File: config.mk
export PLATFORM = sky130hd
export DESIGN_NAME = thc_scale
export DESIGN_NICKNAME = d
export VERILOG_FILES = /design/src/sv/thc_pkg.sv /design/src/sv/thc_scale.sv
export SDC_FILE = /design/constraint.sdc
export NUM_CORES = 1
export LEC_CHECK = 0
export CORE_UTILIZATION = 50
export DETAILED_ROUTE_END_ITERATION = 10
export DONT_BUFFER_PORTS = 1
export SLEW_MARGIN = 20
export SYNTH_ARGS = -nofsm -noshare
export SYNTH_HDL_FRONTEND = slang
export SYNTH_SLANG_ARGS = --single-unit
File: constraint.sdc
create_clock -name clk -period 5 [get_ports clk]
set_clock_uncertainty 0.1 [all_clocks]
set_input_delay 0.25 -clock clk [delete_from_list [all_inputs] [get_ports clk]]
set_output_delay 0.25 -clock clk [all_outputs]
set_load 0.05 [all_outputs]
File: src/sv/thc_pkg.sv
package thc_pkg;

	localparam int FIELD_W = 16;
	localparam int ANG_W = 32;
	localparam int MAG_W = 44;
	localparam int ROOT_W = 32;
	localparam int SQRT_W = 64;
	localparam int K_W = 17;
	localparam int TAB_LEN = 32;

	localparam int DEF_SAMPLE_WIDTH = 16;
	localparam int DEF_CORDIC_STEPS = 16;

	localparam logic signed [ANG_W-1:0] HALF_TURN = 32'h8000_0000;
	localparam logic signed [ANG_W-1:0] QUARTER_TURN = 32'sh4000_0000;
	localparam logic signed [ANG_W-1:0] NEG_QUARTER_TURN = -32'sh4000_0000;
	localparam logic [K_W-1:0] INV_GAIN_Q16 = 17'd39797;
	localparam logic [31:0] ROUND_HALF = 32'd32768;

	// arctan(2^-i) in binary angle units, 2^32 per turn
	localparam logic signed [ANG_W-1:0] ATAN_TAB [TAB_LEN] = '{
		32'sd536870912, 32'sd316933406, 32'sd167458907, 32'sd85004756,
		32'sd42667331, 32'sd21354465, 32'sd10679838, 32'sd5340245,
		32'sd2670163, 32'sd1335087, 32'sd667544, 32'sd333772,
		32'sd166886, 32'sd83443, 32'sd41722, 32'sd20861,
		32'sd10430, 32'sd5215, 32'sd2608, 32'sd1304,
		32'sd652, 32'sd326, 32'sd163, 32'sd81,
		32'sd41, 32'sd20, 32'sd10, 32'sd5,
		32'sd3, 32'sd1, 32'sd1, 32'sd0
	};

	typedef struct packed {
		logic signed [FIELD_W-1:0] accel_x;
		logic signed [FIELD_W-1:0] accel_y;
		logic signed [FIELD_W-1:0] accel_z;
		logic signed [FIELD_W-1:0] mag_x;
		logic signed [FIELD_W-1:0] mag_y;
		logic signed [FIELD_W-1:0] mag_z;
	} sample_t;

	typedef struct packed {
		logic [FIELD_W-1:0] heading_angle;
		logic signed [FIELD_W-1:0] roll_angle;
		logic signed [FIELD_W-1:0] pitch_angle;
	} result_t;

	// round a 32-bit binary angle to 16 bits, half up
	function automatic logic [FIELD_W-1:0] ang16(input logic signed [ANG_W-1:0] z);
		logic [ANG_W-1:0] s;
		s = z + ROUND_HALF;
		return s[ANG_W-1:ANG_W-FIELD_W];
	endfunction

endpackage

File: src/sv/thc_scale.sv
module thc_scale #(
	parameter int TW = 46,
	parameter int SIDE_W = 1
) (
	input logic clk,
	input logic arst_n,
	input logic in_valid,
	output logic in_stall,
	input logic signed [TW-1:0] t,
	input logic [SIDE_W-1:0] side_in,
	output logic out_valid,
	input logic out_stall,
	output logic signed [TW-1:0] ts,
	output logic [SIDE_W-1:0] side_out
);
	import thc_pkg::*;

	localparam int LO_W = TW / 2;
	localparam int HW = TW - LO_W;
	localparam int PW = TW + K_W + 1;

	logic v_s1, v_s2, adv1, adv2;
	logic signed [HW+K_W:0] ph_s1;
	logic [LO_W+K_W-1:0] pl_s1;
	logic signed [TW-1:0] t_s2;
	logic [SIDE_W-1:0] side_s1, side_s2;
	logic signed [HW-1:0] hi;
	logic [LO_W-1:0] lo;
	logic signed [PW-1:0] acc;

	assign adv2 = !v_s2 || !out_stall;
	assign adv1 = !v_s1 || adv2;
	assign in_stall = !adv1;

	// split the gain correction into two narrow partial products
	assign hi = t[TW-1:LO_W];
	assign lo = t[LO_W-1:0];
	assign acc = (PW'(ph_s1) <<< LO_W) + PW'(pl_s1) + PW'(ROUND_HALF);

	always_ff @(posedge clk or negedge arst_n) begin
		if (!arst_n) begin
			v_s1 <= 1'b0;
			v_s2 <= 1'b0;
		end else begin
			if (adv1) begin
				v_s1 <= in_valid;
			end
			if (adv2) begin
				v_s2 <= v_s1;
			end
		end
	end

	always_ff @(posedge clk) begin
		if (adv1) begin
			ph_s1 <= hi * $signed({1'b0, INV_GAIN_Q16});
			pl_s1 <= lo * INV_GAIN_Q16;
			side_s1 <= side_in;
		end
		if (adv2) begin
			t_s2 <= acc[TW+15:16];
			side_s2 <= side_s1;
		end
	end

	assign out_valid = v_s2;
	assign ts = t_s2;
	assign side_out = side_s2;

endmodule

### Word level (Yosys, flattened, before mapping)

Cells that the tools add are included.
Widths: inputs -> output; s select.

| word-level totals | value |
|---|---|
| flip-flop bits (word level) | 128 |
| bits of input ports | 51 |
| logic and storage cells | 17 |
| output and inout port bits | 49 |

| cells by class | value |
|---|---|
| $mul | 2 |
| reduce and logical (&&, ||, !) cells | 6 |
| $add $sub $neg | 2 |

Operators by type and width:

| kind | number |
|---|---|
| $add 62x16->62 const B | 1 |
| $add 62x39->62 | 1 |
| $mul 23x16->39 const B | 1 |
| $mul 23x17->39 const B | 1 |
| $logic_not 1->1 | 4 |
| $logic_or 1x1->1 | 2 |

### Depth between registers and ports, before layout

| logic depth | value |
|---|---|
| depth in word-level cells | 4 |
| mapped depth | 21 |

### Worst setup path after synthesis

Ideal clock, no wire load.

| path | value |
|---|---|
| kind | input -> register |
| start | in t[10] |
| end | reg pl_s1[28], data pin |
| library setup time | 0.265 ns |
| slack | -0.663 ns |
| stages on the path | 19 |
| arrival time | 5.298 ns |
| cells stage by stage | inv_1 -> fa_1 -> fa_1 -> inv_1 -> fa_1 -> fa_1 -> fa_1 -> inv_1 -> fa_1 -> inv_1 -> ha_1 -> clkbuf_1 -> a2111oi_0 -> o21ai_0 -> o211ai_1 -> nand4_1 -> a31oi_1 -> o21ai_0 -> xor2_1 |

| on the way | value |
|---|---|
| longest elaborated chain between the ends | 1 |

Ends and longest elaborated chain:

| element | RTL line | RTL |
|---|---|---|
| from (decl) | thc_scale.sv:9 | `input logic signed [TW-1:0] t,` |
| $mul 23x16->39 | thc_scale.sv:57 | `pl_s1 <= lo * INV_GAIN_Q16;` |
| to (signal assigned) | thc_scale.sv:57 |  |
| to (decl) | thc_scale.sv:24 | `logic [LO_W+K_W-1:0] pl_s1;` |

Every way passes these cells.
A chain may end at the register's enable or synchronous reset.

### Worst setup path in the final report

| path | value |
|---|---|
| start | in t[8] |
| end | reg pl_s1[36], data pin |

Same word-level chain as after synthesis.

==> reports/results.txt <==
The flow ran to the end, but the final reports show violations. The checks that failed: setup timing. The aggregate global-route resource usage was 0.244.

Simple-gate portion of the synthesized area: 0.0667. Worst slew margin relative to its limit: 0.389. The async set-reset flop share out of synthesis was 0.0177; the mean cell area of the mapped netlist was 10.4 um^2.

After detailed routing, the average wire length per cell comes to 17.2 um. Initial cell density of the core: 0.509. Dominant register cell in the synthesized netlist: edfxtp_1. The later pin in the worst-skew pair is clocked with a latency of 0.41 ns. The hold violation total from the final report is 0, and the number of synthesized flops with an enable pin is 111. The startpoint identified for the worst hold timing path is t[26]. Entering global routing, the biggest net connects 49 pins. The post-synthesis cell area was 20300 um^2; the clock transition time at the flip-flop clock pins of the worst setup and hold paths was 0.06 ns. The net count reported at finish is 2927, and the synthesis-stage register bit count is 113.

In this run, CTS created clock tree buffers numbering 17. For the pin with the worst max-slew slack, the measured transition is 0.914 ns. For the worst setup path, the data required time is 5.04 ns.

The deepest level of the CTS H-tree is 4, and the worst setup slack before clock tree synthesis is -0.588 ns. The post-DP HPWL was 41000 um. The tools report the final weighted congestion in routability-driven placement as 0.877. For the worst setup path, the data arrival time is 5.04 ns. The floorplan has 73 rows.

Most frequent standard cell in the layout excluding fill and tap cells: inv_1. The final clock period utilization by the worst path was 1.00; the total congestion overflow was 0. The total placed instance area was 23200 um^2. The top cell types in the final layout, fill and taps aside, are inv_1, fa_1, ha_1, buf_4, edfxtp_1.

Relative to the synthesized area, the layout overhead comes to 20.0%. Dividing the detail-routed via count by the number of cells gives 5.25. The final number of setup-violating endpoints is 1. The startpoint identified for the worst register-to-register timing path is ph_s1[0].

Clock period minus final worst setup slack: 5.00 ns. The setup path with the least slack is of type in2reg. The total routed wire length on the met1 layer came out at 22800 um. The number of antenna diodes in the final layout is 0.

Count of maximum capacitance violations: 0. The endpoint of the most critical register-to-register path is ts[31]. The die is 204 um tall. The count of nets left with antenna violations once routing finished came out at 0. For the detailed-route DRC error count, the log shows 0. The path with the worst hold slack has its endpoint at ph_s1[3].

The number of pins exceeding their max-slew limit in the final report came out at 0. The top routing layer in use was met4. The fraction of synthesized area in multiplexers works out to 0.00216. Synthesis produced a netlist with a net count of 2670.

The critical path startpoint category is a primary input. The combinational family with the most area after synthesis was adder cells. For the total wire length, the log shows 47200 um.

The netlist uses 70 different library cells. The pre-antenna-repair detailed-routing pass consisted of 6 iterations. The tree is rooted in a clkbuf_16. After filler insertion, the fill cell instance count of the layout stands at 3321. The detailed router finished its first iteration with 823 violations. 100 I/O pins were placed.

In the final timing run, aggregate negative setup slack is -0.000623 ns. For this run, the top clock speed supported by timing is 200 MHz. The final worst slack is -0.000623 ns, and the count of cells along the worst register-to-register path is 9. Summing over every cut layer, the via total after detailed routing is 14400.

The class of the most critical hold timing path was in2reg. The cell count of the worst hold path works out to 2. The fraction of the mapped netlist area in adder cells is 0.535, and the floorplan core area is 39900 um^2. The post-synthesis cell type with the largest combined area was fa_1. During synthesis, Yosys emitted a total of 0 warnings. The routed length on met2 was 22000 um; the count of buffers from port buffering was 0.

Wire segments on met3 add up to 2150 um in the final route. The logs give 1 for the number of antenna violations at the first check in global routing and 78700 um for the wire length of the first global-routing pass. For the worst-case register-to-register setup slack, the log shows 2.02 ns.

The clock passes through at most 2 buffers. The logs give 1949 for the synthesized instance count and 41400 um^2 for the area of the die. Endpoint class of the critical path: a flop. TritonCTS built the clock tree. For the sequential element share of the synthesized area, the log shows 0.167. Sorting the synthesized cells by area gives the leading types as fa_1, ha_1, edfxtp_1. Setup repair after global routing could not meet its margin everywhere. The synthesized-area fraction occupied by xor and xnor cells was 0.0401; the die outline width was 204 um. With fillers left out, the area of the finished cells amounts to 24400 um^2. The share of the synthesized area in the top cell type came out at 0.326.

The clock sink total is 113, and the number of global-route vias before repair is 15300. The synthesized-area fraction occupied by ao, oa, aoi and oai cells was 0.0870. The highest fanout seen on the critical path came out at 5. The share of cells above drive strength 1 works out to 0.195.
logic make-up (layout without fill, tap and decap cells):
group | count (synthesis) | in the layout
muxes | 4 | 4
adders and majority gates | 670 | 670
xor gates and xnor gates | 93 | 93
DFF | 113 | 113
AOI/OAI and AO/OA | 256 | 256
buffers and inverters | 551 | 821
and+or+nand+nor | 262 | 262
repair_timing:
action | 4_1_cts | 5_1_grt
resized for setup | 22 | 62
hold buffers | 7 | 0
endpoints found under the hold margin | 7 | 0
cloned | 0 | 0
setup buffers | 7 | 7
pin swaps | 53 | 58
endpoints found under the setup margin | 14 | 32
flip-flops by register name, indices dropped and copies added, names as in the netlist:
signal     count
side_s1        1
pl_s1         24
ts            46
out_valid      1
ph_s1         39
v_s1           1
side_out       1
worst max-delay path: stages:
cell        delay, ns
clkinvlp_4       0.12
fa_1             0.51
fa_1             0.52
inv_1            0.05
fa_1             0.50
inv_1            0.05
fa_1             0.47
inv_1            0.05
fa_1             0.54
fa_1             0.45
ha_4             0.30
a21oi_1          0.06
o21ai_1          0.20
a41oi_2          0.20
a21oi_4          0.30
o211a_1          0.21
nand4b_1         0.13
o311ai_2         0.11
how the worst max path moves through the flow:
| stage | startpoint | endpoint | slack, ns |
|---|---|---|---|
| floorplan | t[9] | pl_s1[25] | -0.30 |
| global placement | t[7] | pl_s1[36] | -0.53 |
| detailed placement | t[8] | pl_s1[36] | -0.59 |
| CTS | t[9] | pl_s1[34] | -0.07 |
| global route | t[8] | pl_s1[34] | -0.17 |
| finish | t[8] | pl_s1[36] | -0.0006 |
cells in the mapped netlist (all sizes together) (22+ instances only):
master / n
a21o: 48
a21oi: 55
a31oi: 22
edfxtp: 111
fa: 331
ha: 339
inv: 529
nand2: 62
nand3: 26
nor2: 48
nor3: 24
o21ai: 45
xnor2: 45
xor2: 48
metrics by stage:
stage                     hold WS (ns)  std cells   util
final                            0.114       2744  0.610
after CTS                       0.0988       2738  0.602
after global routing             0.121       2744  0.610
after global placement          -0.146       2692  0.580
after detailed placement        -0.146       2692  0.580
after floorplan                 -0.146       1949      -
final cells by class:
cell class	count	area, um^2	area share
clock inverters	15	209	0.00858
well taps	525	657	0.0270
clock buffers	17	425	0.0175
flip-flops and latches	113	3380	0.139
repair buffers	260	2010	0.0826
inverters	529	2020	0.0830
multi-input cells	1285	15700	0.642
metal layers:
metal  up-vias  track usage
li1       6845            -
met1      7230        0.364
met2       307        0.391
met3        17       0.0289
met4         0       0.0277
met5         -            0
Power is not shown: default switching activity piles up to over one toggle a cycle in this logic, so the estimate is an artifact.
