## config.mk

```make
export PLATFORM = sky130hd
export DESIGN_NAME = thc_vec
export DESIGN_NICKNAME = d
export VERILOG_FILES = /design/src/sv/thc_pkg.sv /design/src/sv/thc_vec.sv
export SDC_FILE = /design/constraint.sdc
export NUM_CORES = 2
export LEC_CHECK = 0
export ABC_CLOCK_PERIOD_IN_PS = 13400
export BUFFER_PORTS_ARGS = -buffer_cell sky130_fd_sc_hd__buf_2
export CORE_MARGIN = 2
export CORE_UTILIZATION = 60
export CTS_CLUSTER_SIZE = 16
export DETAILED_ROUTE_END_ITERATION = 7
export PLACE_DENSITY = 0.77
export REMOVE_ABC_BUFFERS = 1
export SLEW_MARGIN = 20
export SYNTH_ARGS = -nofsm -noshare
export SYNTH_HDL_FRONTEND = slang
export SYNTH_SLANG_ARGS = --single-unit
export TNS_END_PERCENT = 100
```

## constraint.sdc

```tcl
create_clock -name clk -period 13.4 [get_ports clk]
set_input_delay 2.68 -clock clk [delete_from_list [all_inputs] [get_ports clk]]
set_output_delay 2.68 -clock clk [all_outputs]
set_load 0.01 [all_outputs]
```

## src/sv/thc_pkg.sv

```systemverilog
package thc_pkg;

	localparam int FIELD_W = 16;
	localparam int ANG_W = 32;
	localparam int MAG_W = 44;
	localparam int ROOT_W = 32;
	localparam int SQRT_W = 64;
	localparam int K_W = 17;
	localparam int TAB_LEN = 32;

	localparam int DEF_SAMPLE_WIDTH = 16;
	localparam int DEF_CORDIC_STEPS = 16;

	localparam logic signed [ANG_W-1:0] HALF_TURN = 32'h8000_0000;
	localparam logic signed [ANG_W-1:0] QUARTER_TURN = 32'sh4000_0000;
	localparam logic signed [ANG_W-1:0] NEG_QUARTER_TURN = -32'sh4000_0000;
	localparam logic [K_W-1:0] INV_GAIN_Q16 = 17'd39797;
	localparam logic [31:0] ROUND_HALF = 32'd32768;

	// arctan(2^-i) in binary angle units, 2^32 per turn
	localparam logic signed [ANG_W-1:0] ATAN_TAB [TAB_LEN] = '{
		32'sd536870912, 32'sd316933406, 32'sd167458907, 32'sd85004756,
		32'sd42667331, 32'sd21354465, 32'sd10679838, 32'sd5340245,
		32'sd2670163, 32'sd1335087, 32'sd667544, 32'sd333772,
		32'sd166886, 32'sd83443, 32'sd41722, 32'sd20861,
		32'sd10430, 32'sd5215, 32'sd2608, 32'sd1304,
		32'sd652, 32'sd326, 32'sd163, 32'sd81,
		32'sd41, 32'sd20, 32'sd10, 32'sd5,
		32'sd3, 32'sd1, 32'sd1, 32'sd0
	};

	typedef struct packed {
		logic signed [FIELD_W-1:0] accel_x;
		logic signed [FIELD_W-1:0] accel_y;
		logic signed [FIELD_W-1:0] accel_z;
		logic signed [FIELD_W-1:0] mag_x;
		logic signed [FIELD_W-1:0] mag_y;
		logic signed [FIELD_W-1:0] mag_z;
	} sample_t;

	typedef struct packed {
		logic [FIELD_W-1:0] heading_angle;
		logic signed [FIELD_W-1:0] roll_angle;
		logic signed [FIELD_W-1:0] pitch_angle;
	} result_t;

	// round a 32-bit binary angle to 16 bits, half up
	function automatic logic [FIELD_W-1:0] ang16(input logic signed [ANG_W-1:0] z);
		logic [ANG_W-1:0] s;
		s = z + ROUND_HALF;
		return s[ANG_W-1:ANG_W-FIELD_W];
	endfunction

endpackage

```

## src/sv/thc_vec.sv

```systemverilog
module thc_vec #(
	parameter int W = 16,
	parameter int STEPS = 16,
	parameter int SIDE_W = 1
) (
	input logic clk,
	input logic arst_n,
	input logic in_valid,
	output logic in_stall,
	input logic signed [W-1:0] x,
	input logic signed [W-1:0] y,
	input logic [SIDE_W-1:0] side_in,
	output logic out_valid,
	input logic out_stall,
	output logic signed [thc_pkg::ANG_W-1:0] angle,
	output logic [SIDE_W-1:0] side_out
);
	import thc_pkg::*;

	localparam int IW = W + 2;
	localparam int NS = STEPS + 1;

	logic [NS-1:0] v_s, v_prev, adv, zero_s, zero_n;
	logic signed [IW-1:0] x_s [NS];
	logic signed [IW-1:0] y_s [NS];
	logic signed [IW-1:0] x_n [NS];
	logic signed [IW-1:0] y_n [NS];
	logic signed [ANG_W-1:0] z_s [NS];
	logic signed [ANG_W-1:0] z_n [NS];
	logic [SIDE_W-1:0] side_s [NS];
	logic [SIDE_W-1:0] side_n [NS];
	logic signed [IW-1:0] xe, ye;

	assign v_prev = {v_s[NS-2:0], in_valid};
	assign in_stall = !adv[0];
	assign xe = IW'(x);
	assign ye = IW'(y);

	genvar k;
	generate
		for (k = 0; k < NS; k++) begin : g_st
			if (k == NS - 1) begin : g_last
				assign adv[k] = !v_s[k] || !out_stall;
			end else begin : g_mid
				assign adv[k] = !v_s[k] || adv[k+1];
			end
			if (k == 0) begin : g_pre
				// left half-plane: turn by half a turn first
				assign x_n[k] = x[W-1] ? -xe : xe;
				assign y_n[k] = x[W-1] ? -ye : ye;
				assign z_n[k] = x[W-1] ? HALF_TURN : '0;
				assign zero_n[k] = (x == '0) && (y == '0);
				assign side_n[k] = side_in;
			end else begin : g_it
				logic signed [IW-1:0] dx, dy;
				logic neg;
				assign dx = y_s[k-1] >>> (k - 1);
				assign dy = x_s[k-1] >>> (k - 1);
				assign neg = y_s[k-1][IW-1];
				assign x_n[k] = neg ? x_s[k-1] - dx : x_s[k-1] + dx;
				assign y_n[k] = neg ? y_s[k-1] + dy : y_s[k-1] - dy;
				assign z_n[k] = neg ? z_s[k-1] - ATAN_TAB[k-1] : z_s[k-1] + ATAN_TAB[k-1];
				assign zero_n[k] = zero_s[k-1];
				assign side_n[k] = side_s[k-1];
			end
		end
	endgenerate

	always_ff @(posedge clk or negedge arst_n) begin
		if (!arst_n) begin
			v_s <= '0;
		end else begin
			for (int i = 0; i < NS; i++) begin
				if (adv[i]) begin
					v_s[i] <= v_prev[i];
				end
			end
		end
	end

	always_ff @(posedge clk) begin
		for (int i = 0; i < NS; i++) begin
			if (adv[i]) begin
				x_s[i] <= x_n[i];
				y_s[i] <= y_n[i];
				z_s[i] <= z_n[i];
				zero_s[i] <= zero_n[i];
				side_s[i] <= side_n[i];
			end
		end
	end

	assign out_valid = v_s[NS-1];
	assign angle = zero_s[NS-1] ? '0 : z_s[NS-1];
	assign side_out = side_s[NS-1];

endmodule

```

Word-level counts from Yosys, hierarchy flattened
Memory sizes are Yosys's and may differ from the RTL's. Cells that the tools add are included.

Word-level logic and storage cells: 260. Memories: 4. Flip-flop bits (word level): 34. Bits in writable memories: 1173. Output and inout bits: 35. Input port bits: 37.

Memory list: z_s (depth 17, width 32, read ports 17, clocked after Yosys merged registers in 0, write ports 17, line thc_vec.sv:28) `logic signed [ANG_W-1:0] z_s [NS];`; x_s (depth 17, width 18, read ports 16, clocked after Yosys merged registers in 0, write ports 17, line thc_vec.sv:24) `logic signed [IW-1:0] x_s [NS];`; y_s (depth 17, width 18, read ports 16, clocked after Yosys merged registers in 0, write ports 17, line thc_vec.sv:25) `logic signed [IW-1:0] y_s [NS];`; side_s (depth 17, width 1, read ports 17, clocked after Yosys merged registers in 0, write ports 17, line thc_vec.sv:30) `logic [SIDE_W-1:0] side_s [NS];`.

Reductions and logical operators: 39. Muxes and demuxes: 86. Add/subtract/negate cells: 97.

Operators with widths (count): $mux W18 (34); $mux W32 (18); $add A18 B10 Y18 (2); $add A18 B11 Y18 (2); $add A18 B12 Y18 (2); $add A18 B13 Y18 (2); $add A18 B14 Y18 (2); $add A18 B15 Y18 (2); $add A18 B16 Y18 (2); $add A18 B17 Y18 (2); $add A18 B3 Y18 (2); $add A18 B4 Y18 (2); $add A18 B5 Y18 (2); $add A18 B6 Y18 (2); $add A18 B7 Y18 (2); $add A18 B8 Y18 (2); $add A18 B9 Y18 (2); $neg A16 Y18 (2); $sub A18 B10 Y18 (2); $sub A18 B11 Y18 (2); $sub A18 B12 Y18 (2); $sub A18 B13 Y18 (2); $sub A18 B14 Y18 (2); $sub A18 B15 Y18 (2); 48 further kinds (126).

Longest topological paths before layout
Depth in word-level cells: 20. Depth in mapped cells: 15. Gate-level depth less buffers: 15.

Least setup slack after synthesis
Ideal clock, no wire load.

Path type: input-to-output. Start: in out_stall. End: out in_stall. Stages: 10. Arrival: 9.164 ns. Required time: 10.720 ns. Slack: 1.556 ns. Buffers on the path: 0. Path through: and3_1 > nand3_1 > nor2_1 > inv_1 > nor3_1 > and2_1 > nand3_1 > nor2_1 > nand2_1 > inv_1.

Word-level cells in the longest chain between the ends: 19.

RTL lines: start: declaration (line thc_vec.sv:14) `input logic out_stall,`; $logic_not A1 Y1 (line thc_vec.sv:43) `assign adv[k] = !v_s[k] || !out_stall;`; $logic_or A1 B1 Y1 (line thc_vec.sv:43); $logic_or A1 B1 Y1 (3 in series) (line thc_vec.sv:45) `assign adv[k] = !v_s[k] || adv[k+1];`; via adv[13] (line thc_vec.sv:23) `logic [NS-1:0] v_s, v_prev, adv, zero_s, zero_n;`; $logic_or A1 B1 Y1 (line thc_vec.sv:45); via adv[12] (line thc_vec.sv:23); $logic_or A1 B1 Y1 (10 in series) (line thc_vec.sv:45); via adv[2] (line thc_vec.sv:23); $logic_or A1 B1 Y1 (2 in series) (line thc_vec.sv:45); via adv[0] (line thc_vec.sv:23); $logic_not A1 Y1 (line thc_vec.sv:35) `assign in_stall = !adv[0];`; end: declaration (line thc_vec.sv:9) `output logic in_stall,`.

The timed path passes the listed nets, and every way through them passes these cells.

Worst setup path in the final report
Same ends and word-level chain as after synthesis.

==> summary.md <==
| Metric | Value |
|---|---|
| CTS tree | `yes` |
| Max Freq | `0.0958 GHz` |
| Io pins | `72` |
| Setup skew after layout | `0.0277 ns` |
| Post-synth top area share | `38.5%` |
| Detailed router's first-iteration violation count | `4133` |
| First-pass DRT Iterations | `6` |
| Worst-Skew Late Latency | `0.74 ns` |
| Final #Nets | `8972` |
| Dominant cells by area after synthesis | `edfxtp_1 (39%), ha_1 (15%), xnor2_1 (7.9%)` |
| Synth Instances | `7828` |
| Final setup vio count | `0` |
| Max-cap violations | `0` |
| Setup CP Type | `in2out` |
| Status | `finished, final reports clean` |
| # port buffers | `70` |
| Min-delay worst type | `reg2reg` |
| Max clock buf depth | `3` |
| Chip width | `364 um` |
| Vias in the first global route | `57200` |
| Prevailing post-synth register cell | `edfxtp_1` |
| DIE AREA | `0.133 sq mm` |
| Height of the die | `364 um` |
| Cell with the most instances after synthesis | `edfxtp_1` |
| Yosys reg bits | `1016` |
| Post-route setup slack | `2.96 ns` |
| Num CTS Buffers | `112` |
| Netlist cell types | `90` |
| Synthesized cell area | `0.0779 sq mm` |
| Largest net degree at the start of global routing | `72` |
| First-pass GRT wire length | `268000 um` |
| Hold depth | `0` |
| Crit path max fanout | `71` |
| Setup TNS | `0 ns` |
| Final WL | `162000 um` |
| Max_slew headroom | `28.4%` |
| Clk sinks | `1016` |
| Worst R2R Path Depth | `10` |
| CP Launch Type | `input pin` |
| DR vias | `58300` |
| Ys async rst share | `1.67%` |
| YS warnings | `0` |
| Reg clk slew, reported paths | `0.07 ns` |
| Initial Utilization | `60.3%` |
| # hold bufs at CTS | `0` |
| Post-CTS setup buffer count | `0` |
| Top post-synthesis cells by count | `edfxtp_1 (999), ha_1 (950), nor2_1 (741)` |
| Unrepaired setup endpoints after global routing | `no` |
| Root Driver | `clkbuf_16` |
| Worst-path cell chain | `buf_2, and3_1, nand3_4, nor2_1, inv_2, buf_4, nor3_1, and2_1, nand3_2, nor2_1, nand2_2, inv_1, buf_2` |
| Placer Congestion | `0.904` |
| Antenna violations before repair | `1` |
| Core area | `0.129 sq mm` |
| Sequential area share after synthesis | `39.1%` |
| Tot GR Track Use | `24.1%` |
| CP peak stage delay | `0.82 ns` |
| Crit. End Element | `output port` |
| # DRC | `0` |
| Fin. max-slew vios | `0` |
| Fill count | `9979` |
| Hold Worst Slack | `0.413 ns` |
| Worst Max-Slew Pin Slew | `1.07 ns` |
| Number of synthesized flops with an enable pin | `999` |
| Post-layout util | `65.0%` |
| Syn avg cell area | `9.95 sq um` |
| Tcrit/Tclk final | `77.9%` |
| Minimum clock period after layout | `10.44 ns` |
| Post-DRT Antenna Nets | `0` |
| Vias per inst | `5.96` |
| DR WL/cell | `16.5 um` |
| Leading area contributor after synthesis | `edfxtp_1` |
| Share of post-route cells with drive strength above 1 | `4.95%` |
| Crit-path slowest cell | `nor3_1` |
| Dpl ws | `2.88 ns` |
| CP required | `10.72 ns` |
| P&R area growth vs syn | `7.89%` |
| Grt total ovfl | `0` |
| CTS H-tree depth | `3` |
| ANT cells | `0` |
| Final Hold Fails | `0` |
| FP Rows | `132` |
| Dpl hpwl | `125000 um` |
| Post-CTS sizing | `0` |
| Worst path arrival time | `7.76 ns` |
## metrics by stage
step,cells,instance area [sq um]
5_1_grt,9783,84000
2_1_floorplan,7732,77500
3_3_place_gp,9574,80300
6_report,9783,84000
4_1_cts,9783,84000
3_5_place_dp,9574,80300
## final cells by class
type	count	area [sq um]	area share (%)
multi-input combinational	6241	45300	54.0
inverter	475	1780	2.12
tap	1742	2180	2.59
clock inverter	61	716	0.852
sequential	1016	30400	36.2
timing repair buffer	100	576	0.685
clock buffer	148	3000	3.57
## registers in the layout, summed over array words and instances (netlist names)
register  cells
zero_s       17
y_s         270
z_s         439
x_s         256
v_s          17
side_s       17
## worst max-delay path: cells and delay by family
kind	cells	cell delay, ns
buffers and inverters	5	0.91
AND/OR/NAND/NOR	8	4.08
## cell usage in the layout, fill, tap and decap left out, types with 44 or more instances in the layout
cell type	count
buf_2	70
nand2b_1	138
nor3_1	259
a21oi_1	661
nand2_1	349
xnor2_1	700
nor2b_1	138
nor4_1	49
a31oi_1	57
o21ai_0	444
and3_1	77
xor2_1	285
inv_1	466
a21o_1	183
a211oi_1	80
o41ai_1	44
or3_1	83
o211ai_1	48
nor2_1	741
clkbuf_16	113
ha_1	950
nand3_1	153
o21a_1	111
o21bai_1	98
edfxtp_1	999
o31ai_1	46
## final timing paths
| check | startpoint | end | slack, ns |
|---|---|---|---|
| worst max register to register | v_s[16] | x_s[0][2] | 7.89 |
| worst min-delay path | side_s[0][6] | side_s[0][7] | 0.41 |
| max in group asynchronous | arst_n | v_s[12] | 10.90 |
| worst min register to register | side_s[0][6] | side_s[0][7] | 0.41 |
| worst max-delay path | out_stall | in_stall | 2.96 |
| min in group asynchronous | arst_n | v_s[1] | 2.00 |
## logic make-up (layout without fill, tap and decap cells)
| family | count (synthesis) | in the layout | share of synthesized area, % |
|---|---|---|---|
| compound gates | 2040 | 2040 | 16.6 |
| xor+xnor | 985 | 985 | 11.1 |
| fa+ha+maj | 989 | 989 | 16.3 |
| buf+inv | 573 | 784 | 2.77 |
| flops | 1016 | 1016 | 39.1 |
| mux | 48 | 48 | 0.652 |
| other cells | 1 | 3 | 0.00482 |
| simple gates | 2176 | 2176 | 13.5 |
## routing by layer
metal  share of wire [%]  track usage, %
met1                  41            27.8
met4                 3.7            9.37
met2                  51            45.3
met5                   0               0
met3                 3.8            2.81
Power is not shown: default switching activity piles up to over one toggle a cycle in this logic, so the estimate is an artifact.
