==> config.mk <==
export PLATFORM = sky130hd
export DESIGN_NAME = thc_sqrt
export DESIGN_NICKNAME = d
export VERILOG_FILES = /design/src/sv/thc_pkg.sv /design/src/sv/thc_sqrt.sv
export SDC_FILE = /design/constraint.sdc
export NUM_CORES = 2
export LEC_CHECK = 0
export BUFFER_PORTS_ARGS = -buffer_cell sky130_fd_sc_hd__buf_2
export CAP_MARGIN = 20
export CORE_MARGIN = 3
export CORE_UTILIZATION = 27
export DETAILED_ROUTE_END_ITERATION = 10
export GPL_ROUTABILITY_DRIVEN = 0
export PLACE_DENSITY = 0.53
export SYNTH_ARGS = -nofsm -noshare
export SYNTH_HDL_FRONTEND = slang
export SYNTH_MEMORY_MAX_BITS = 65536
export SYNTH_SLANG_ARGS = --single-unit
==> constraint.sdc <==
create_clock -name clk -period 19 [get_ports clk]
set_input_delay 1.9 -clock clk [delete_from_list [all_inputs] [get_ports clk]]
set_output_delay 1.9 -clock clk [all_outputs]
set_load 0.02 [all_outputs]
==> src/sv/thc_pkg.sv <==
package thc_pkg;

	localparam int FIELD_W = 16;
	localparam int ANG_W = 32;
	localparam int MAG_W = 44;
	localparam int ROOT_W = 32;
	localparam int SQRT_W = 64;
	localparam int K_W = 17;
	localparam int TAB_LEN = 32;

	localparam int DEF_SAMPLE_WIDTH = 16;
	localparam int DEF_CORDIC_STEPS = 16;

	localparam logic signed [ANG_W-1:0] HALF_TURN = 32'h8000_0000;
	localparam logic signed [ANG_W-1:0] QUARTER_TURN = 32'sh4000_0000;
	localparam logic signed [ANG_W-1:0] NEG_QUARTER_TURN = -32'sh4000_0000;
	localparam logic [K_W-1:0] INV_GAIN_Q16 = 17'd39797;
	localparam logic [31:0] ROUND_HALF = 32'd32768;

	// arctan(2^-i) in binary angle units, 2^32 per turn
	localparam logic signed [ANG_W-1:0] ATAN_TAB [TAB_LEN] = '{
		32'sd536870912, 32'sd316933406, 32'sd167458907, 32'sd85004756,
		32'sd42667331, 32'sd21354465, 32'sd10679838, 32'sd5340245,
		32'sd2670163, 32'sd1335087, 32'sd667544, 32'sd333772,
		32'sd166886, 32'sd83443, 32'sd41722, 32'sd20861,
		32'sd10430, 32'sd5215, 32'sd2608, 32'sd1304,
		32'sd652, 32'sd326, 32'sd163, 32'sd81,
		32'sd41, 32'sd20, 32'sd10, 32'sd5,
		32'sd3, 32'sd1, 32'sd1, 32'sd0
	};

	typedef struct packed {
		logic signed [FIELD_W-1:0] accel_x;
		logic signed [FIELD_W-1:0] accel_y;
		logic signed [FIELD_W-1:0] accel_z;
		logic signed [FIELD_W-1:0] mag_x;
		logic signed [FIELD_W-1:0] mag_y;
		logic signed [FIELD_W-1:0] mag_z;
	} sample_t;

	typedef struct packed {
		logic [FIELD_W-1:0] heading_angle;
		logic signed [FIELD_W-1:0] roll_angle;
		logic signed [FIELD_W-1:0] pitch_angle;
	} result_t;

	// round a 32-bit binary angle to 16 bits, half up
	function automatic logic [FIELD_W-1:0] ang16(input logic signed [ANG_W-1:0] z);
		logic [ANG_W-1:0] s;
		s = z + ROUND_HALF;
		return s[ANG_W-1:ANG_W-FIELD_W];
	endfunction

endpackage

==> src/sv/thc_sqrt.sv <==
module thc_sqrt #(
	parameter int SW = 16,
	parameter int SIDE_W = 1
) (
	input logic clk,
	input logic arst_n,
	input logic in_valid,
	output logic in_stall,
	input logic signed [SW-1:0] ay,
	input logic signed [SW-1:0] az,
	input logic [SIDE_W-1:0] side_in,
	output logic out_valid,
	input logic out_stall,
	output logic [thc_pkg::ROOT_W-1:0] root,
	output logic [SIDE_W-1:0] side_out
);
	import thc_pkg::*;

	localparam int PG = 32 - SW;
	localparam int ND = ROOT_W + 1;
	localparam int NS = ND + 1;

	logic [NS-1:0] v_s, v_prev, adv;
	logic [2*SW-1:0] sqy_s0, sqz_s0;
	logic signed [2*SW-1:0] sqy_p, sqz_p;
	logic [SQRT_W-1:0] n_s [ND];
	logic [SQRT_W-1:0] n_n [ND];
	logic [SQRT_W-1:0] res_s [ND];
	logic [SQRT_W-1:0] res_n [ND];
	logic [SIDE_W-1:0] side_s [NS];
	logic [SIDE_W-1:0] side_n [NS];

	assign v_prev = {v_s[NS-2:0], in_valid};
	assign in_stall = !adv[0];
	assign sqy_p = ay * ay;
	assign sqz_p = az * az;

	genvar k;
	generate
		for (k = 0; k < NS; k++) begin : g_adv
			if (k == NS - 1) begin : g_last
				assign adv[k] = !v_s[k] || !out_stall;
			end else begin : g_mid
				assign adv[k] = !v_s[k] || adv[k+1];
			end
			if (k == 0) begin : g_s0
				assign side_n[k] = side_in;
			end else begin : g_sn
				assign side_n[k] = side_s[k-1];
			end
		end
		for (k = 0; k < ND; k++) begin : g_dig
			if (k == 0) begin : g_sum
				assign n_n[k] = SQRT_W'(SQRT_W'(sqy_s0) + SQRT_W'(sqz_s0)) << (2 * PG);
				assign res_n[k] = '0;
			end else begin : g_step
				localparam logic [SQRT_W-1:0] BIT = SQRT_W'(1) << (62 - 2 * (k - 1));
				logic [SQRT_W-1:0] trial;
				logic ge;
				assign trial = res_s[k-1] + BIT;
				assign ge = n_s[k-1] >= trial;
				assign n_n[k] = ge ? n_s[k-1] - trial : n_s[k-1];
				assign res_n[k] = ge ? (res_s[k-1] >> 1) + BIT : res_s[k-1] >> 1;
			end
		end
	endgenerate

	always_ff @(posedge clk or negedge arst_n) begin
		if (!arst_n) begin
			v_s <= '0;
		end else begin
			for (int i = 0; i < NS; i++) begin
				if (adv[i]) begin
					v_s[i] <= v_prev[i];
				end
			end
		end
	end

	always_ff @(posedge clk) begin
		if (adv[0]) begin
			sqy_s0 <= sqy_p;
			sqz_s0 <= sqz_p;
		end
		for (int i = 0; i < NS; i++) begin
			if (adv[i]) begin
				side_s[i] <= side_n[i];
			end
		end
		for (int i = 0; i < ND; i++) begin
			if (adv[i+1]) begin
				n_s[i] <= n_n[i];
				res_s[i] <= res_n[i];
			end
		end
	end

	assign out_valid = v_s[NS-1];
	assign root = res_s[ND-1][ROOT_W-1:0];
	assign side_out = side_s[NS-1];

endmodule

Yosys cells after proc, flatten, opt, wreduce, memory -nomap -nowiden
Memory sizes are Yosys's and may differ from the RTL's.
Cells that the tools add are included.
- latch bits: 0
- register bits after elaboration: 98
- memories: 3
- memory bits (read-only): 0
- output and inout bits: 35
- bits of input ports: 37
- RAM bits: 4258
- memory list (name ; words ; width ; read ports ; clocked after Yosys merged registers in ; write ports ; line ; text):
    n_s ; 33 ; 64 ; 32 ; 0 ; 33 ; thc_sqrt.sv:26 ; logic [SQRT_W-1:0] n_s [ND];
    res_s ; 33 ; 64 ; 33 ; 0 ; 33 ; thc_sqrt.sv:28 ; logic [SQRT_W-1:0] res_s [ND];
    side_s ; 34 ; 1 ; 34 ; 0 ; 34 ; thc_sqrt.sv:30 ; logic [SIDE_W-1:0] side_s [NS];
- multipliers: 2
- eq/ne operators: 0
- reductions and logical operators: 70
- order comparisons: 32
- divide/modulo/power cells: 0
- mux-type cells: 132
- $add $sub $neg: 97
- shifts and indexed selects: 0
- bitwise gates (word level): 0
- operator list (operator ; count):
    64-bit 2-to-1 mux ; 64
    64-bit >= comparator ; 32
    64-bit subtractor ; 32
    1-bit 2-to-1 mux ; 68
    63-bit by 1-bit adder with 64-bit output, second input constant ; 1
    63-bit by 11-bit adder with 64-bit output, second input constant ; 1
    63-bit by 13-bit adder with 64-bit output, second input constant ; 1
    63-bit by 15-bit adder with 64-bit output, second input constant ; 1
    63-bit by 17-bit adder with 64-bit output, second input constant ; 1
    63-bit by 19-bit adder with 64-bit output, second input constant ; 1
    63-bit by 21-bit adder with 64-bit output, second input constant ; 1
    63-bit by 23-bit adder with 64-bit output, second input constant ; 1
    63-bit by 25-bit adder with 64-bit output, second input constant ; 1
    63-bit by 27-bit adder with 64-bit output, second input constant ; 1
    63-bit by 29-bit adder with 64-bit output, second input constant ; 1
    63-bit by 3-bit adder with 64-bit output, second input constant ; 1
    63-bit by 31-bit adder with 64-bit output, second input constant ; 1
    63-bit by 33-bit adder with 64-bit output, second input constant ; 1
    63-bit by 35-bit adder with 64-bit output, second input constant ; 1
    63-bit by 37-bit adder with 64-bit output, second input constant ; 1
    63-bit by 39-bit adder with 64-bit output, second input constant ; 1
    63-bit by 41-bit adder with 64-bit output, second input constant ; 1
    63-bit by 43-bit adder with 64-bit output, second input constant ; 1
    63-bit by 45-bit adder with 64-bit output, second input constant ; 1
    48 further kinds ; 117

Logic depth before layout (Yosys ltp)
- word-level depth: 37
- gate-level depth with buffers: 27
- mapped depth without buffers: 25

Worst setup path after synthesis
OpenSTA, ideal clock, no wires.
- path type: input to output
- start point: input port out_stall
- end point: output port in_stall
- arrival time: 9798 ps
- cell stages on the path: 9
- data required time: 17100 ps
- path slack: 7302 ps
- cell sequence: and3_1 > inv_1 > nor2_1 > nand2_1 > nor3_1 > nand2_1 > nor2_1 > nand4_1 > inv_1
- word-level cells in the longest chain between the ends: 36
- ends and longest elaborated chain (what ; line ; text):
    start: declaration ; thc_sqrt.sv:13 ; input logic out_stall,
    1-bit logical NOT ; thc_sqrt.sv:42 ; assign adv[k] = !v_s[k] || !out_stall;
    1-bit logical OR ; thc_sqrt.sv:42 ;
    1-bit logical OR ; thc_sqrt.sv:44 ; assign adv[k] = !v_s[k] || adv[k+1];
    net adv[32] ; thc_sqrt.sv:23 ; logic [NS-1:0] v_s, v_prev, adv;
    1-bit logical OR (4 in a row) ; thc_sqrt.sv:44 ;
    net adv[28] ; thc_sqrt.sv:23 ;
    1-bit logical OR (13 in a row) ; thc_sqrt.sv:44 ;
    net adv[15] ; thc_sqrt.sv:23 ;
    1-bit logical OR (15 in a row) ; thc_sqrt.sv:44 ;
    net adv[0] ; thc_sqrt.sv:23 ;
    1-bit logical NOT ; thc_sqrt.sv:34 ; assign in_stall = !adv[0];
    end: declaration ; thc_sqrt.sv:8 ; output logic in_stall,
The timed path passes the listed nets, and every way through them passes these cells.

Worst setup path in the final report
- start point: input port az[15]
- end point: register sqz_s0[30], data pin
- word-level cells in the longest chain between the ends: 1
- ends and longest elaborated chain (what ; line ; text):
    start: declaration ; thc_sqrt.sv:10 ; input logic signed [SW-1:0] az,
    16-bit by 16-bit multiplier with 32-bit output ; thc_sqrt.sv:36 ; assign sqz_p = az * az;
    net sqz_p[30] ; thc_sqrt.sv:25 ; logic signed [2*SW-1:0] sqy_p, sqz_p;
    end signal: assignment ; thc_sqrt.sv:83 ; sqz_s0 <= sqz_p;
    end: declaration ; thc_sqrt.sv:24 ; logic [2*SW-1:0] sqy_s0, sqz_s0;
The timed path passes the listed nets, and every way through them passes these cells.
A chain may end at the register's enable or synchronous reset.

==> run_results.csv <==
group,metric,value,unit
worst_setup_path,cp_data_required_time,19.59,ns
clocking,cts-buffers-inserted,199,
sta,finalHoldViolations,0,
placed_design,dp.cells,15700,
worst_setup_path,crit_family,"adder cells",
drt,wirelength,231000,um
grt,grt_overflow,0,
sta,fin_crit_sh,42.1,%
synth,async_reset_ff_share,1.78,%
synth,synth_cell_types,100,
worst_setup_path,path_cells,"buf_2 -> inv_1 -> nor2_1 -> fa_1 -> fa_1 -> inv_1 -> fa_1 -> inv_1 -> fa_1 -> fa_1 -> fa_1 -> ha_1 -> nand2_1 -> a21oi_1 -> a2111oi_0 -> nor3_1 -> nand4_1 -> nand4b_1 -> a21oi_1 -> xnor2_1",
layout,n_fill_cell,43200,
status,status,"finished, final reports clean",
power_and_ir_drop,vdd_drop_max,592,uV
drt,avgRoutedWirePerCell,14.4,um
clocking,cts_buffer_depth,4,
floorplan,io_pins,72,
layout,area_growth_syn_to_layout,11.7,%
floorplan,initial_core_util,27.2,%
layout,layout-drive-gt1-share,5.65,%
grt,antenna_found_initial,7,
worst_setup_path,worst-path-buf-inv,4,
worst_setup_path,crit_path_top_delay_cell,"fa_1",
worst_setup_path,reg2regPathDepth,13,
worst_setup_path,r2r_end,"n_s[0][1869]",
synth,synth_nets,11300,
job,maxCapViolCount,0,
drt,vias_per_cell,4.46,
worst_setup_path,critical_path_class,"input pin to flop",
drt,dr.pass1.iters,5,
grt,grt_pass1_vias,75000,
synth,seq_area_frac_synth,49.5,%
sta,fin_worst_skew,0.0703,ns
worst_setup_path,endpoint_kind,"flop",
synth,synth_area,0.115,mm2
sta,min_period,8.01,ns
clocking,cts_sinks,1907,
floorplan,core_area,0.425,mm2
sta,fmax,125,MHz
synth,synth_area_per_cell,11.4,um2
worst_setup_path,worstReg2RegStart,"n_s[0][1800]",
worst_setup_path,cp.depth,20,
placed_design,port_buffers,71,
synth,synth.area.top_cells,"edfxtp_1, fa_1, ha_1",
floorplan,chipWidth,660,um
floorplan,die_h,660,um
clocking,clk_latency,0.84,ns
worst_setup_path,cp_common_cell,"fa_1",
synth,yosys_warnings,0,
placed_design,dp.final_hpwl,182000,um
drt,drc,0,
clocking,ctsResizeCount,0,
worst_setup_path,ff2ff_setup_slack,13.69,ns
clocking,cts_max_level,4,
sta,worst-slew-pin-transition,1.14,ns
synth,synth_largest_area_cell,"edfxtp_1",
drt,vias,71500,
sta,fin_setup_tns,0,ns
synth,netlist_instances,10100,
power_and_ir_drop,power.leakage,53.5,nW
drt,ant_nets,0,
clocking,clk_pin_slew,0.06,ns
clocking,cts_root_buf,"clkbuf_16",
sta,rsz0062_at_grt,"false",
drt,drtIter0Drc,2986,
grt,grt_max_degree,89,
synth,yosysTopAreaCellShare,48.7,%
grt,grt_pass1_wl,379000,um
hold_path,hp-class,"flop to flop",
floorplan,rows,239,
power_and_ir_drop,p_per_area,169,mW/mm2
grt,grtUsageTotal,10.5,%
sta,slew_viol_final,0,
worst_setup_path,cp_max_fo,22,
synth,synth_seq_cells,1907,
worst_setup_path,cp-endpoint,"sqz_s0[30]",
synth,synth_ff_type,"edfxtp_1",
floorplan,die_area,0.435,mm2
worst_setup_path,startpoint,"az[15]",
sta,slew_headroom,23.0,%
clocking,cts_hold_buffers,0,
layout,instances_no_fill,16100,
clocking,cts_tree,"built",
layout,final_net_count,11500,
clocking,post_cts_buffers,0,
sta,setup-violations-final,0,
worst_setup_path,worstPathArrival,8.60,ns
worst_setup_path,worst_setup_path_start_kind,"input pin",
synth,synth-edff-count,1873,
worst_setup_path,critPathMaxStageDelay,0.83,ns
worst register-to-register path: cells and delay by family (launching register included):
kind	cells	cell delay [ns]
AO/OA/AOI/OAI	7	2.29
buffers and inverters	2	1.08
flip-flops	1	0.44
AND/OR/NAND/NOR	2	0.51
adder cells (fa/ha/maj)	2	0.70
power breakdown:
part	internal (mW)	switching, mW	leakage [nW]	total (mW)
logic	4.42	5.75	32.3	10.2
registers	6.93	1.02	18.2	7.95
clock network	2.12	1.60	2.99	3.72
state kept, by name, summed over array words and instances (netlist names):
signal and cells:
side_s 34, sqz_s0 31, n_s 1249, res_s 528, v_s 34, sqy_s0 31
area by class of cell:
type                            instances  area, um2  share of cell area [%]
Antenna cell                            4       10.0                 0.00777
Sequential cell                      1907      57100                    44.3
Timing Repair Buffer                  135        871                   0.676
Multi-Input combinational cell       6756      53100                    41.2
Clock inverter                        114        895                   0.694
Clock buffer                          236       5200                    4.04
Inverter                             1235       4640                    3.60
Tap cell                             5663       7090                    5.50
cells in the mapped netlist (61+ instances only):
cell         n
o21bai_1    63
o21a_1     147
nor3_1     247
nand2b_1   145
nand2_1    739
fa_1       494
nor2b_1     64
or3_1      109
nand3_1    126
mux2_2      84
and2_1     140
or4_1       61
ha_1       726
xor2_1     452
o21ai_0    458
edfxtp_1  1873
nor2_1     642
clkbuf_1   147
a21o_1     228
inv_1     1232
xnor2_1    463
a21oi_1    530
nor4_1     163
per-stage QoR:
stage               instance area (um2)  util [%]  hold WS, ns  setup slack, ns  power [mW]
finish                           129000      30.3        0.404            10.99        21.8
CTS                              129000      30.3        0.397            11.09        22.1
floorplan                        115000         -        0.400             7.30        15.4
global route                     129000      30.3        0.418            10.60        23.7
global placement                 123000      28.9        0.403            10.19        18.3
detailed placement               123000      28.9        0.405            10.17        18.3
cells by family (layout without fill, tap and decap cells):
group | count (synthesis) | after routing | synth area share (%)
flops | 1907 | 1907 | 49.5
buf+inv | 1419 | 1720 | 4.66
fa+ha+maj | 1220 | 1220 | 16.4
simple gates | 2707 | 2707 | 11.6
other cells | 0 | 4 | 0
mux | 95 | 95 | 0.916
compound gates | 1819 | 1819 | 9.93
xor+xnor | 915 | 915 | 6.94
worst min-delay path by stage:
stage | start | end | slack [ns] | depth (start not counted)
final | side_s[19] | side_s[20] | 0.40 | 0
after CTS | res_s[0][749] | res_s[0][812] | 0.40 | 0
after detailed placement | side_s[17] | side_s[18] | 0.40 | 0
after global routing | res_s[0][816] | res_s[0][879] | 0.42 | 0
after global placement | side_s[3] | side_s[4] | 0.40 | 0
after floorplan | side_s[9] | side_s[10] | 0.40 | 0
metal layers:
metal	global-route usage [%]	up-vias	routed length, um
li1	-	35900	-
met1	11.1	34100	89700
met2	21.1	977	126000
met3	1.28	467	6130
met4	3.74	0	8320
met5	0	-	0
placed cells by master (no fill, tap or decap), types with 71 or more instances in the layout:
cell type	n
inv_1	1226
a21oi_1	529
ha_1	726
mux2_2	84
nor4_1	162
nand2_1	731
fa_1	494
or3_1	109
o21a_1	147
o21ai_0	457
edfxtp_1	1873
a21o_1	228
xnor2_1	463
clkbuf_16	202
nand3_1	119
xor2_1	452
nor3_1	246
and2_1	140
nand2b_1	145
buf_2	71
nor2_1	642
No activity file was read; power rests on OpenSTA's default activity.
